[config.mk]
export PLATFORM = sky130hd
export DESIGN_NAME = bitset_set_similarity
export DESIGN_NICKNAME = d
export VERILOG_FILES = /design/src/hw/rtl/bss_pkg.sv /design/src/hw/rtl/bitset_set_similarity.sv /design/src/hw/rtl/bss_front.sv /design/src/hw/rtl/bss_queue.sv /design/src/hw/rtl/bss_back.sv
export SDC_FILE = /design/constraint.sdc
export NUM_CORES = 1
export LEC_CHECK = 0
export ABC_CLOCK_PERIOD_IN_PS = 8800
export BUFFER_PORTS_ARGS = -buffer_cell sky130_fd_sc_hd__buf_2
export CORE_ASPECT_RATIO = 1.4
export CORE_UTILIZATION = 35
export DETAILED_ROUTE_END_ITERATION = 16
export PLACE_DENSITY = 0.53
export RECOVER_POWER = 100
export SLEW_MARGIN = 5
export SYNTH_ARGS = -nofsm -noshare
export SYNTH_HDL_FRONTEND = slang
export SYNTH_SLANG_ARGS = --single-unit
[constraint.sdc]
create_clock -name clk -period 8.8 [get_ports clk]
set_input_delay 1.76 -clock clk [delete_from_list [all_inputs] [get_ports clk]]
set_output_delay 1.76 -clock clk [all_outputs]
set_load 0.03 [all_outputs]
[src/hw/rtl/bss_pkg.sv]
// Shared widths, constants and result type for the bitset set similarity block.
package bss_pkg;

    localparam int IN_WORD_W = 64;
    localparam int INTER_W   = 13;
    localparam int FRAC_BITS = 16;
    localparam int RATIO_W   = FRAC_BITS + 1;

    localparam logic [RATIO_W-1:0] RATIO_ONE = RATIO_W'(1) << FRAC_BITS;

    typedef struct packed {
        logic [INTER_W-1:0] intersection;
        logic [RATIO_W-1:0] jaccard;
        logic [RATIO_W-1:0] overlap;
    } bss_result_t;

endpackage

[src/hw/rtl/bitset_set_similarity.sv]
// Top level of the bitset set similarity block (Jaccard index and overlap coefficient).
//
//   channel | direction | handshake          | beat payload
//   --------+-----------+--------------------+---------------------------------------------
//   in      | input     | in_valid/in_ready  | word_a, word_b, last_word
//   out     | output    | out_valid/out_ready| common_size, jaccard_index,
//           |           |                    | overlap_coefficient
//
// Input words are taken one per cycle; popcount and accumulation are two pipeline stages.
// Each last word hands its counts to a two-entry queue; the back end then works through
// each result (load, 2 x 17 divider steps, output write) in one shared divider.
// Words keep flowing while the back end divides; input stalls only when a last word
// finds the queue full. Reset clears the running counts, the queue and the output valid.
module bitset_set_similarity #(
    parameter int WORD_BITS    = 64,
    parameter int MAX_SET_BITS = 4096
) (
    input  logic                          clk,
    input  logic                          rst_n,
    input  logic                          in_valid,
    output logic                          in_ready,
    input  logic [bss_pkg::IN_WORD_W-1:0] word_a,
    input  logic [bss_pkg::IN_WORD_W-1:0] word_b,
    input  logic                          last_word,
    output logic                          out_valid,
    input  logic                          out_ready,
    output logic [bss_pkg::INTER_W-1:0]   common_size,
    output logic [bss_pkg::RATIO_W-1:0]   jaccard_index,
    output logic [bss_pkg::RATIO_W-1:0]   overlap_coefficient
);
    import bss_pkg::*;

    localparam int CW = $clog2(MAX_SET_BITS + 1);
    localparam int DW = 4 * CW;

    logic          push_valid;
    logic          push_ready;
    logic [DW-1:0] push_data;
    logic          pop_valid;
    logic          pop_ready;
    logic [DW-1:0] pop_data;
    bss_result_t   result;

    bss_front #(
        .WORD_BITS    (WORD_BITS),
        .MAX_SET_BITS (MAX_SET_BITS),
        .CW           (CW)
    ) u_front (
        .clk        (clk),
        .rst_n      (rst_n),
        .in_valid   (in_valid),
        .in_ready   (in_ready),
        .word_a     (word_a),
        .word_b     (word_b),
        .last_word  (last_word),
        .push_valid (push_valid),
        .push_ready (push_ready),
        .push_data  (push_data)
    );

    bss_queue #(
        .DW    (DW),
        .DEPTH (2)
    ) u_queue (
        .clk        (clk),
        .rst_n      (rst_n),
        .push_valid (push_valid),
        .push_ready (push_ready),
        .push_data  (push_data),
        .pop_valid  (pop_valid),
        .pop_ready  (pop_ready),
        .pop_data   (pop_data)
    );

    bss_back #(
        .CW (CW)
    ) u_back (
        .clk       (clk),
        .rst_n     (rst_n),
        .pop_valid (pop_valid),
        .pop_ready (pop_ready),
        .pop_data  (pop_data),
        .out_valid (out_valid),
        .out_ready (out_ready),
        .result    (result)
    );

    assign common_size         = result.intersection;
    assign jaccard_index       = result.jaccard;
    assign overlap_coefficient = result.overlap;

endmodule

[src/hw/rtl/bss_front.sv]
// Front end: masks incoming words, popcounts them and accumulates the four set counts.
module bss_front #(
    parameter int WORD_BITS    = 64,
    parameter int MAX_SET_BITS = 4096,
    parameter int CW           = 13
) (
    input  logic                          clk,
    input  logic                          rst_n,
    input  logic                          in_valid,
    output logic                          in_ready,
    input  logic [bss_pkg::IN_WORD_W-1:0] word_a,
    input  logic [bss_pkg::IN_WORD_W-1:0] word_b,
    input  logic                          last_word,
    output logic                          push_valid,
    input  logic                          push_ready,
    output logic [4*CW-1:0]               push_data
);
    import bss_pkg::*;

    localparam int NB = (WORD_BITS + 7) / 8;
    localparam int PB = NB * 8;
    localparam int SW = $clog2(PB + 1);
    localparam logic [IN_WORD_W-1:0] WORD_MASK =
        {IN_WORD_W{1'b1}} >> (IN_WORD_W - WORD_BITS);
    localparam logic [CW:0] MAX_CNT = (CW + 1)'(MAX_SET_BITS);

    // count index: 0 = A, 1 = B, 2 = A and B, 3 = A or B
    logic [IN_WORD_W-1:0] a_masked;
    logic [IN_WORD_W-1:0] b_masked;
    logic [PB-1:0]        vec [4];
    logic [3:0]           byte_cnt_next [4][NB];
    logic [3:0]           byte_cnt_reg  [4][NB];
    logic                 s1_valid_reg;
    logic                 s1_valid_next;
    logic                 s1_last_reg;
    logic                 s1_last_next;
    logic [SW-1:0]        word_sum [4];
    logic [CW:0]          tot [4];
    logic [CW-1:0]        sat [4];
    logic [CW-1:0]        acc_reg  [4];
    logic [CW-1:0]        acc_next [4];
    logic                 consume;

    // drop bits above the configured word size
    assign a_masked = word_a & WORD_MASK;
    assign b_masked = word_b & WORD_MASK;
    assign vec[0]   = a_masked[PB-1:0];
    assign vec[1]   = b_masked[PB-1:0];
    assign vec[2]   = a_masked[PB-1:0] & b_masked[PB-1:0];
    assign vec[3]   = a_masked[PB-1:0] | b_masked[PB-1:0];

    // count each byte of each vector
    always_comb
    begin
        for (int k = 0; k < 4; k++)
        begin
            for (int j = 0; j < NB; j++)
            begin
                byte_cnt_next[k][j] = 4'd0;
                for (int i = 0; i < 8; i++)
                begin
                    byte_cnt_next[k][j] = byte_cnt_next[k][j] + 4'(vec[k][j*8+i]);
                end
            end
        end
    end

    // hold stage one while a finished pair cannot enter the queue
    assign in_ready      = !(s1_valid_reg && s1_last_reg && !push_ready);
    assign consume       = s1_valid_reg && in_ready;
    assign s1_valid_next = in_ready ? in_valid  : s1_valid_reg;
    assign s1_last_next  = in_ready ? last_word : s1_last_reg;

    always_ff @(posedge clk)
    begin
        if (in_ready)
        begin
            byte_cnt_reg <= byte_cnt_next;
        end
    end

    // sum the byte counts and add to the running totals, saturating at the set limit
    always_comb
    begin
        for (int k = 0; k < 4; k++)
        begin
            word_sum[k] = '0;
            for (int j = 0; j < NB; j++)
            begin
                word_sum[k] = word_sum[k] + SW'(byte_cnt_reg[k][j]);
            end
            tot[k] = (CW + 1)'(acc_reg[k]) + (CW + 1)'(word_sum[k]);
            sat[k] = (tot[k] > MAX_CNT) ? MAX_CNT[CW-1:0] : tot[k][CW-1:0];
            if (consume)
            begin
                acc_next[k] = s1_last_reg ? '0 : sat[k];
            end
            else
            begin
                acc_next[k] = acc_reg[k];
            end
        end
    end

    // hand a finished pair to the back end: common, either, first, second
    assign push_valid = s1_valid_reg && s1_last_reg;
    assign push_data  = {sat[2], sat[3], sat[0], sat[1]};

    always_ff @(posedge clk or negedge rst_n)
    begin
        if (!rst_n)
        begin
            s1_valid_reg <= 1'b0;
            s1_last_reg  <= 1'b0;
            for (int k = 0; k < 4; k++)
            begin
                acc_reg[k] <= '0;
            end
        end
        else
        begin
            s1_valid_reg <= s1_valid_next;
            s1_last_reg  <= s1_last_next;
            acc_reg      <= acc_next;
        end
    end

endmodule

[src/hw/rtl/bss_queue.sv]
// Short FIFO between the counting front end and the dividing back end.
module bss_queue #(
    parameter int DW    = 52,
    parameter int DEPTH = 2
) (
    input  logic          clk,
    input  logic          rst_n,
    input  logic          push_valid,
    output logic          push_ready,
    input  logic [DW-1:0] push_data,
    output logic          pop_valid,
    input  logic          pop_ready,
    output logic [DW-1:0] pop_data
);
    import bss_pkg::*;

    localparam int AW = $clog2(DEPTH);
    localparam int NW = $clog2(DEPTH + 1);
    localparam logic [AW-1:0] LAST_PTR = AW'(DEPTH - 1);
    localparam logic [NW-1:0] FULL_CNT = NW'(DEPTH);

    logic [DW-1:0] mem_reg [DEPTH];
    logic [AW-1:0] wr_ptr_reg;
    logic [AW-1:0] wr_ptr_next;
    logic [AW-1:0] rd_ptr_reg;
    logic [AW-1:0] rd_ptr_next;
    logic [NW-1:0] count_reg;
    logic [NW-1:0] count_next;
    logic          do_push;
    logic          do_pop;

    assign push_ready = (count_reg != FULL_CNT);
    assign pop_valid  = (count_reg != '0);
    assign pop_data   = mem_reg[rd_ptr_reg];
    assign do_push    = push_valid && push_ready;
    assign do_pop     = pop_valid && pop_ready;

    // advance pointers with wrap and track occupancy
    always_comb
    begin
        wr_ptr_next = wr_ptr_reg;
        rd_ptr_next = rd_ptr_reg;
        count_next  = count_reg;
        if (do_push)
        begin
            wr_ptr_next = (wr_ptr_reg == LAST_PTR) ? '0 : wr_ptr_reg + 1'b1;
        end
        if (do_pop)
        begin
            rd_ptr_next = (rd_ptr_reg == LAST_PTR) ? '0 : rd_ptr_reg + 1'b1;
        end
        if (do_push && !do_pop)
        begin
            count_next = count_reg + 1'b1;
        end
        else if (do_pop && !do_push)
        begin
            count_next = count_reg - 1'b1;
        end
    end

    always_ff @(posedge clk)
    begin
        if (do_push)
        begin
            mem_reg[wr_ptr_reg] <= push_data;
        end
    end

    always_ff @(posedge clk or negedge rst_n)
    begin
        if (!rst_n)
        begin
            wr_ptr_reg <= '0;
            rd_ptr_reg <= '0;
            count_reg  <= '0;
        end
        else
        begin
            wr_ptr_reg <= wr_ptr_next;
            rd_ptr_reg <= rd_ptr_next;
            count_reg  <= count_next;
        end
    end

endmodule

[src/hw/rtl/bss_back.sv]
// Back end: shared restoring divider for both Q1.16 ratios, plus the output register.
module bss_back #(
    parameter int CW = 13
) (
    input  logic                 clk,
    input  logic                 rst_n,
    input  logic                 pop_valid,
    output logic                 pop_ready,
    input  logic [4*CW-1:0]      pop_data,
    output logic                 out_valid,
    input  logic                 out_ready,
    output bss_pkg::bss_result_t result
);
    import bss_pkg::*;

    localparam logic [1:0] ST_IDLE  = 2'd0;
    localparam logic [1:0] ST_DIV   = 2'd1;
    localparam logic [1:0] ST_WRITE = 2'd2;

    localparam logic [4:0] LAST_STEP = 5'(FRAC_BITS);

    logic [1:0]          state_reg;
    logic [1:0]          state_next;
    logic [4:0]          step_reg;
    logic [4:0]          step_next;
    logic                pass_reg;
    logic                pass_next;
    logic [CW-1:0]       num_reg;
    logic [CW-1:0]       num_next;
    logic [CW-1:0]       jden_reg;
    logic [CW-1:0]       jden_next;
    logic [CW-1:0]       oden_reg;
    logic [CW-1:0]       oden_next;
    logic [CW:0]         rem_reg;
    logic [CW:0]         rem_next;
    logic [RATIO_W-1:0]  quo_reg;
    logic [RATIO_W-1:0]  quo_next;
    logic [RATIO_W-1:0]  jac_reg;
    logic [RATIO_W-1:0]  jac_next;
    logic [RATIO_W-1:0]  ovl_reg;
    logic [RATIO_W-1:0]  ovl_next;
    logic                out_valid_reg;
    logic                out_valid_next;
    bss_result_t         result_reg;
    bss_result_t         result_next;

    logic [CW-1:0]       in_common;
    logic [CW-1:0]       in_either;
    logic [CW-1:0]       in_first;
    logic [CW-1:0]       in_second;
    logic [CW-1:0]       cur_den;
    logic [CW:0]         shifted;
    logic                ge;
    logic [RATIO_W-1:0]  quo_final;
    logic [RATIO_W-1:0]  ratio;
    logic [CW+INTER_W-1:0] inter_wide;

    assign {in_common, in_either, in_first, in_second} = pop_data;

    // one quotient bit per cycle; the first step tests the unshifted numerator
    assign cur_den   = pass_reg ? oden_reg : jden_reg;
    assign shifted   = (step_reg == '0) ? rem_reg : {rem_reg[CW-1:0], 1'b0};
    assign ge        = (shifted >= {1'b0, cur_den});
    assign quo_final = {quo_reg[RATIO_W-2:0], ge};
    assign ratio     = (cur_den == '0) ? RATIO_ONE : quo_final;

    assign inter_wide = {{INTER_W{1'b0}}, num_reg};

    assign pop_ready = (state_reg == ST_IDLE);
    assign out_valid = out_valid_reg;
    assign result    = result_reg;

    // sequence load, two divisions and the output write
    always_comb
    begin
        state_next     = state_reg;
        step_next      = step_reg;
        pass_next      = pass_reg;
        num_next       = num_reg;
        jden_next      = jden_reg;
        oden_next      = oden_reg;
        rem_next       = rem_reg;
        quo_next       = quo_reg;
        jac_next       = jac_reg;
        ovl_next       = ovl_reg;
        result_next    = result_reg;
        out_valid_next = out_valid_reg;

        if (out_valid_reg && out_ready)
        begin
            out_valid_next = 1'b0;
        end

        unique case (state_reg)
            ST_IDLE:
            begin
                if (pop_valid)
                begin
                    num_next   = in_common;
                    jden_next  = in_either;
                    oden_next  = (in_first < in_second) ? in_first : in_second;
                    rem_next   = {1'b0, in_common};
                    quo_next   = '0;
                    step_next  = '0;
                    pass_next  = 1'b0;
                    state_next = ST_DIV;
                end
            end
            ST_DIV:
            begin
                rem_next  = ge ? (shifted - {1'b0, cur_den}) : shifted;
                quo_next  = quo_final;
                step_next = step_reg + 1'b1;
                if (step_reg == LAST_STEP)
                begin
                    step_next = '0;
                    rem_next  = {1'b0, num_reg};
                    quo_next  = '0;
                    if (!pass_reg)
                    begin
                        jac_next  = ratio;
                        pass_next = 1'b1;
                    end
                    else
                    begin
                        ovl_next   = ratio;
                        state_next = ST_WRITE;
                    end
                end
            end
            ST_WRITE:
            begin
                if (!out_valid_reg || out_ready)
                begin
                    result_next.intersection = inter_wide[INTER_W-1:0];
                    result_next.jaccard      = jac_reg;
                    result_next.overlap      = ovl_reg;
                    out_valid_next           = 1'b1;
                    state_next               = ST_IDLE;
                end
            end
            default:
            begin
                state_next = ST_IDLE;
            end
        endcase
    end

    always_ff @(posedge clk)
    begin
        num_reg    <= num_next;
        jden_reg   <= jden_next;
        oden_reg   <= oden_next;
        rem_reg    <= rem_next;
        quo_reg    <= quo_next;
        jac_reg    <= jac_next;
        ovl_reg    <= ovl_next;
        result_reg <= result_next;
    end

    always_ff @(posedge clk or negedge rst_n)
    begin
        if (!rst_n)
        begin
            state_reg     <= ST_IDLE;
            step_reg      <= '0;
            pass_reg      <= 1'b0;
            out_valid_reg <= 1'b0;
        end
        else
        begin
            state_reg     <= state_next;
            step_reg      <= step_next;
            pass_reg      <= pass_next;
            out_valid_reg <= out_valid_next;
        end
    end

endmodule

==> flow_metrics.env <==
export IMPL_synth_compound_area_share_pct=7.37
export IMPL_cp_top_family="adder cells"
export IMPL_post_route_period_util_pct=83.6
export IMPL_cp_num_buf_inv=4
export IMPL_via_count=17300
export IMPL_synth_area_top_cells="edfxtp_1, fa_1, ha_1, dfrtp_1, inv_1"
export IMPL_tightest_slew_ps=3930
export IMPL_syn_area_um2=28400
export IMPL_grt_util_all_layers_pct=15.3
export IMPL_syn_avg_cell_area_um2=12.0
export IMPL_clk_pin_slew_ps=60
export IMPL_root_buffer="clkbuf_16"
export IMPL_syn_nets=2919
export IMPL_synth_adder_area_share_pct=24.3
export IMPL_cp_common_cell="fa_1"
export IMPL_max_stage_delay_ps=700
export IMPL_grt_overflow=0
export IMPL_rsz0062_at_grt="false"
export IMPL_ys_flop_type="edfxtp_1"
export IMPL_hold_buffers=0
export IMPL_largest_register_ffs=128
export IMPL_rows=123
export IMPL_drive_gt1_share_pct=10.3
export IMPL_fin_worst_skew_ps=25.1
export IMPL_relSlewSlack_pct=-162
export IMPL_start_util_pct=35.3
export IMPL_clkSinkCount=449
export IMPL_yosysMostFrequentCell="inv_1"
export IMPL_drv_cap=10
export IMPL_synth_edf_count=382
export IMPL_synth_area_mux_share_pct=3.70
export IMPL_synth_xor_area_share_pct=3.33
export IMPL_viasPerCell=4.71
export IMPL_wl_per_cell_um=16.9
export IMPL_dr_pass1_iters=5
export IMPL_synth_common_cells="inv_1, edfxtp_1, ha_1"
export IMPL_synth_cell_types=67
export IMPL_crit_path_end_kind="register"
export IMPL_ios=182
export IMPL_post_cts_buffers=0
export IMPL_yosys_area_top_type_share_pct=40.4
export IMPL_fin_tns_setup_ps=0
export IMPL_core_area_um2=80300
export IMPL_design_die_area_um2=82200
export IMPL_cts_made_buffers=47
export IMPL_slowest_stage="a31oi_1"
export IMPL_drv_slew=445
export IMPL_hpwl_um=49600
export IMPL_hold_viol=0
export IMPL_detail_route_antenna_nets=0
export IMPL_synth_top_area_cell="edfxtp_1"
export IMPL_async_flop_share_pct=14.9
export IMPL_die_y_um=339
export IMPL_post_route_util_pct=39.9
export IMPL_finalNetCount=3124
export IMPL_syn_to_final_growth_pct=13.0
export IMPL_grt_pass1_wl_um=98900
export IMPL_cts_buffer_depth=3
export IMPL_postSynthCellCount=2361
export IMPL_grt_max_degree=73
export IMPL_die_w_um=243
export IMPL_clk_latency_ps=610
export IMPL_wl_um=62000
export IMPL_antenna_found_initial=5
export IMPL_drt_iter0_drc=776
export IMPL_status="finished, violations left"
export IMPL_portBuffers=181
export IMPL_cp_required_ps=9240
export IMPL_synth_top_family_by_area="adder cells"
export IMPL_fmax_mhz=136
export IMPL_setup_viol=0
export IMPL_hold_path_class="register to register"
export IMPL_synth_seq_cells=449
export IMPL_synth_simple_gate_area_share_pct=8.56
export IMPL_cts_resized_gates=0
export IMPL_cts_tree="yes"
export IMPL_worstPathCellList="ha_1 > fa_1 > xor2_1 > fa_1 > inv_1 > fa_1 > fa_1 > inv_1 > fa_1 > inv_1 > fa_1 > inv_1 > a21o_1 > a21oi_1 > xnor2_1 > ha_1 > o21a_1 > o2111ai_1 > nor3_1 > mux2_1 > nor2_1 > a31oi_1 > o21ai_0"
export IMPL_crit_path_max_fanout=13
export IMPL_min_period_ps=7360
export IMPL_yosysWarnings=0
export IMPL_drc=0
export IMPL_ctsHtreeMaxLevel=2
export IMPL_ys_seq_area_share_pct=46.3
export IMPL_violations="capacitance limit, slew limit"
export IMPL_crit_path_start_kind="register"
export IMPL_path_class="register to register"
export IMPL_crit_arrival_ps=7800
export IMPL_gp_congestion=0.858
export IMPL_first_global_vias=18800
[worst paths after layout]
path	startpoint	end	slack, ps	cells after the start
min reg2reg	u_back.ovl_reg[10]	u_back.result[10]	420	0
max in group asynchronous	rst_n	u_front.acc_reg[6]	3820	2
min	u_back.ovl_reg[10]	u_back.result[10]	420	0
max reg2reg	u_front.byte_cnt_reg[88]	u_front.acc_reg[29]	1440	23
min in group asynchronous	rst_n	u_front.acc_reg[36]	1210	1
max	u_front.byte_cnt_reg[88]	u_front.acc_reg[29]	1440	23
[cells by family (layout without fill, tap and decap cells)]
group           after synthesis  in the layout
mux                          98             98
other cells                   0              1
simple gates                475            475
flops                       449            449
compound gates              322            322
fa+ha+maj                   425            425
xor+xnor                    108            108
buf+inv                     484            726
[cell type report]
class / instances / area, um^2
repair buffers: 196 / 886
diodes: 1 / 2.50
inverters: 444 / 1670
clock buffers: 57 / 1240
fillers: 7822 / 48300
well taps: 1062 / 1330
flip-flops and latches: 449 / 13100
multi-input cells: 1428 / 13400
clock inverters: 29 / 387
[stage by stage]
| step | std cells | area [um^2] | hold slack, ps | setup WS [ps] |
|---|---|---|---|---|
| global placement | 3579 | 30600 | 402 | 1890 |
| global route | 3666 | 32100 | 425 | 998 |
| floorplan | 2361 | 28400 | 400 | 2530 |
| CTS | 3665 | 32200 | 419 | 1650 |
| finish | 3666 | 32100 | 418 | 1440 |
| detailed placement | 3579 | 30600 | 405 | 1670 |
[per-layer routing]
layer | track usage (%) | wire [um] | up-vias
li1 | - | - | 8366
met1 | 17.0 | 24600 | 8423
met5 | 0 | 22 | -
met4 | 6.37 | 2420 | 4
met2 | 28.7 | 32800 | 373
met3 | 2.11 | 2130 | 101
[placed cells by master (no fill, tap or decap), types with 12 or more instances in the layout]
master,instances
nor2b_1,61
nand2_1,118
a22o_1,16
nand3_1,18
a21o_1,39
clkbuf_1,89
dfrtp_1,67
or2_2,41
nand4_1,12
buf_2,111
and2_1,32
mux2i_1,52
o21ai_0,74
a211oi_1,14
fa_1,209
edfxtp_1,382
clkbuf_16,47
xor2_1,31
mux2_1,16
nor3_1,17
xnor2_1,77
ha_1,216
and3_1,27
inv_1,444
nor2_1,100
mux2_2,29
a21oi_1,93
Power is not shown: default switching activity piles up to over one toggle a cycle in this logic, so the estimate is an artifact.
